## src/hdl/lms_ram.sv

```systemverilog
// Generic single-port-write, single-port-read RAM with registered read data.
`default_nettype none
module lms_ram #(
  parameter int Width = 32,
  parameter int Depth = 16
) (
  input  wire logic                     clk_i,
  input  wire logic                     we_i,
  input  wire logic [$clog2(Depth)-1:0] waddr_i,
  input  wire logic [Width-1:0]         wdata_i,
  input  wire logic [$clog2(Depth)-1:0] raddr_i,
  output logic      [Width-1:0]         rdata_o
);

  logic [Width-1:0] mem [Depth];

  always_ff @(posedge clk_i) begin
    if (we_i) begin
      mem[waddr_i] <= wdata_i;
    end
    rdata_o <= mem[raddr_i];
  end

endmodule
`default_nettype wire
```

## config.mk

```make
export PLATFORM = sky130hd
export DESIGN_NAME = lms_ram
export DESIGN_NICKNAME = d
export VERILOG_FILES = /design/src/hdl/lms_ram.sv
export SDC_FILE = /design/constraint.sdc
export NUM_CORES = 1
export LEC_CHECK = 0
export ABC_AREA = 1
export BUFFER_PORTS_ARGS = -buffer_cell sky130_fd_sc_hd__buf_4
export CAP_MARGIN = 40
export CORE_ASPECT_RATIO = 1.4
export CORE_MARGIN = 3
export CORE_UTILIZATION = 56
export DETAILED_ROUTE_END_ITERATION = 10
export GPL_ROUTABILITY_DRIVEN = 0
export PLACE_DENSITY_LB_ADDON = 0.1
export SLEW_MARGIN = 20
export SYNTH_ARGS = -nofsm -noshare
export SYNTH_HDL_FRONTEND = slang
export SYNTH_SLANG_ARGS = --single-unit
```

## constraint.sdc

```tcl
create_clock -name clk_i -period 2.4 [get_ports clk_i]
set_input_delay 0.48 -clock clk_i [delete_from_list [all_inputs] [get_ports clk_i]]
set_output_delay 0.48 -clock clk_i [all_outputs]
set_load 0.03 [all_outputs]
```

==> summary.md <==
| Metric | Value |
|---|---|
| Placed instance count | `2667` |
| Peak VDD IR | `0.697 mV` |
| Final Hold Viols | `0` |
| Post-DRT Antenna Nets | `0` |
| Reg2reg end | `rdata_o[13]` |
| RSZ-0062 raised after global routing | `false` |
| Layout Skew | `0.00830 ns` |
| Synth cell types | `15` |
| Switching Power | `4.56 mW` |
| CTS Sinks | `544` |
| Die Height | `244 um` |
| Max Clk Rate | `579 MHz` |
| Drt via density | `5.33` |
| DRC viols | `0` |
| Slew HR | `49.8%` |
| Critical Path RT | `1.92 ns` |
| Pwr/cell area | `798 nW/um^2` |
| Crit-path leading delay family | `flip-flops` |
| Cell area after synthesis | `22700 um^2` |
| Overall Global Routing Usage | `26.0%` |
| Layout cells sized above 1 | `10.2%` |
| CTS tree | `built` |
| Post-route cell area | `25700 um^2` |
| Crit-path cells | `buf_4` |
| Switching Fraction | `22.2%` |
| Crit path buf inv count | `1` |
| First-pass GRT wire length | `84.5 mm` |
| Post-CTS Hold Fix Bufs | `0` |
| Post_cts resized | `0` |
| Comb pwr share | `7.1%` |
| Static Leak | `11.0 nW` |
| Register area share after synthesis | `70.5%` |
| RR Startpoint | `mem[7][13]` |
| Vias | `14700` |
| CP arrival | `1.25 ns` |
| GRT overflow | `0` |
| Vias in the first global route | `13900` |
| Synthesized area per cell | `10.7 um^2` |
| Clock Latency Late Sink | `0.57 ns` |
| Setup repair bufs after CTS | `0` |
| Async SR Flop Fraction | `0%` |
| Slew @ Worst Pin | `0.752 ns` |
| Ant diodes | `0` |
| Total CTS buffers | `50` |
| Slowest cell on crit path | `dfxtp_1` |
| Worst min-delay path class | `primary input to flop` |
| Crit Path Category | `flop to output port` |
| Cell Area, Placed | `24000 um^2` |
| Outcome | `finished, final reports clean` |
| Non-filler cells, final | `2760` |
| Clock period minus worst slack | `1.73 ns` |
| Clk slew on worst S/H paths | `0.07 ns` |
| Routed len/inst | `20.1 um` |
| Core region area | `39700 um^2` |
| Buffers added on ports | `73` |
| Iteration-0 DRC Markers | `1601` |
| Crit. End Element | `output port` |
| # rows | `86` |
| Period utilization | `72.0%` |
| H-tree depth | `2` |
| Max-slew violation count | `0` |
| Utilization after layout | `64.8%` |
| Die area | `43100 um^2` |
| Count of flip-flops with a built-in enable after synthesis | `512` |
| Largest net degree at the start of global routing | `129` |
| Max_cap viols | `0` |
| Critical Path Max Stage Delay | `0.46 ns` |
| Die width | `176 um` |
| TNS Setup | `0 ns` |
| Crit Path Max Fanout | `1` |
| Boundary Pins | `74` |
| First drt pass iteration count | `5` |
| Longest Clk Path Bufs | `3` |
| Reg power frac | `52.1%` |
| Final hold slack | `0.232 ns` |
| Cells on worst reg2reg path | `6` |
| Flop2flop setup slack | `1.24 ns` |
| Nets | `2233` |
| Ys flop type | `edfxtp_1` |
| Register bit total from synthesis | `544` |
| Int Pwr | `16.0 mW` |
| CP endpoint | `rdata_o[9]` |
| Critical path depth in cells | `1` |
| Initial Util | `57.2%` |
| CP startpoint | `rdata_o[9]` |
| Post-DP HPWL | `31.7 mm` |
| Clock power share | `40.8%` |
| Net Count, Synth | `2162` |
| Gate Count Post-Synth | `2120` |
| Ys Warns | `0` |
| P&R area growth vs syn | `13.2%` |
| Clk root buf | `clkbuf_16` |
| WL final | `55.4 mm` |
| Final setup fails | `0` |
| Startpoint types | `flop` |
| Initial antenna violation count | `0` |
cells in the final DEF, fill, tap and decap left out, drive strengths merged:
cell / n
buf: 123
clkinvlp: 5
nor2: 17
clkbuf: 66
dfxtp: 32
bufinv: 6
edfxtp: 512
nand3: 385
nand3b: 2
clkinv: 17
nand2: 677
inv: 390
Yosys cell counts (2+ instances only):
cell      count  area (um^2)
nand2_1     677         2540
edfxtp_1    512        15400
inv_1       388         1460
nand3_1     385         1930
buf_2        41          205
dfxtp_1      32          641
buf_6        29          327
nor2_1       17         63.8
buf_1        14         52.6
clkbuf_1     14         52.6
buf_4         6         45.0
nand3b_1      2         15.0
cell families (layout without fill, tap and decap cells):
kind of cell	Yosys count	in the layout	share of synthesized area, %
buf+inv	495	607	9.54
simple gates	1081	1081	20.0
flops	544	544	70.5
cell type report:
cell class / instances / area, um^2
multi-input cells: 1081 / 4670
clock buffers: 65 / 1460
flip-flops and latches: 544 / 16000
inverters: 390 / 1470
clock inverters: 28 / 302
well taps: 528 / 661
repair buffers: 124 / 1150
fillers: 3070 / 14000
registers in the layout, indices dropped and copies added (netlist names):
| name | count |
|---|---|
| mem | 512 |
| rdata_o | 32 |
worst min path at each step:
stage / start / endpoint / slack, ns / cells after the start
after detailed placement: mem[10][29] / rdata_o[29] / 0.64 / 6
after floorplan: wdata_i[0] / mem[0][0] / 0.58 / 0
final: wdata_i[11] / mem[9][11] / 0.23 / 1
after global routing: wdata_i[11] / mem[9][11] / 0.23 / 1
after global placement: mem[10][29] / rdata_o[29] / 0.63 / 6
after CTS: wdata_i[11] / mem[9][11] / 0.20 / 1
power by group through the flow:
stage,Sequential (mW),Combinational [mW],Clock (mW)
2_1_floorplan,11.0,0.726,0
3_3_place_gp,10.9,1.45,0
3_5_place_dp,10.9,1.47,0
4_1_cts,10.7,1.47,8.51
5_1_grt,10.7,1.60,8.85
6_report,10.7,1.47,8.37
per-stage QoR:
stage          setup slack (ns)  power [mW]
4_1_cts                   0.674        20.7
3_5_place_dp              0.503        12.4
2_1_floorplan           -0.0727        11.7
6_report                  0.672        20.5
3_3_place_gp              0.518        12.3
5_1_grt                   0.675        21.2
routing by layer:
metal	vias up	wire, um	GRT usage [%]
li1	6982	-	-
met1	7107	24400	39.1
met3	89	4150	3.73
met5	-	0	0
met4	0	1070	6.25
met2	540	25800	40.5
No activity file was read; power rests on OpenSTA's default activity.
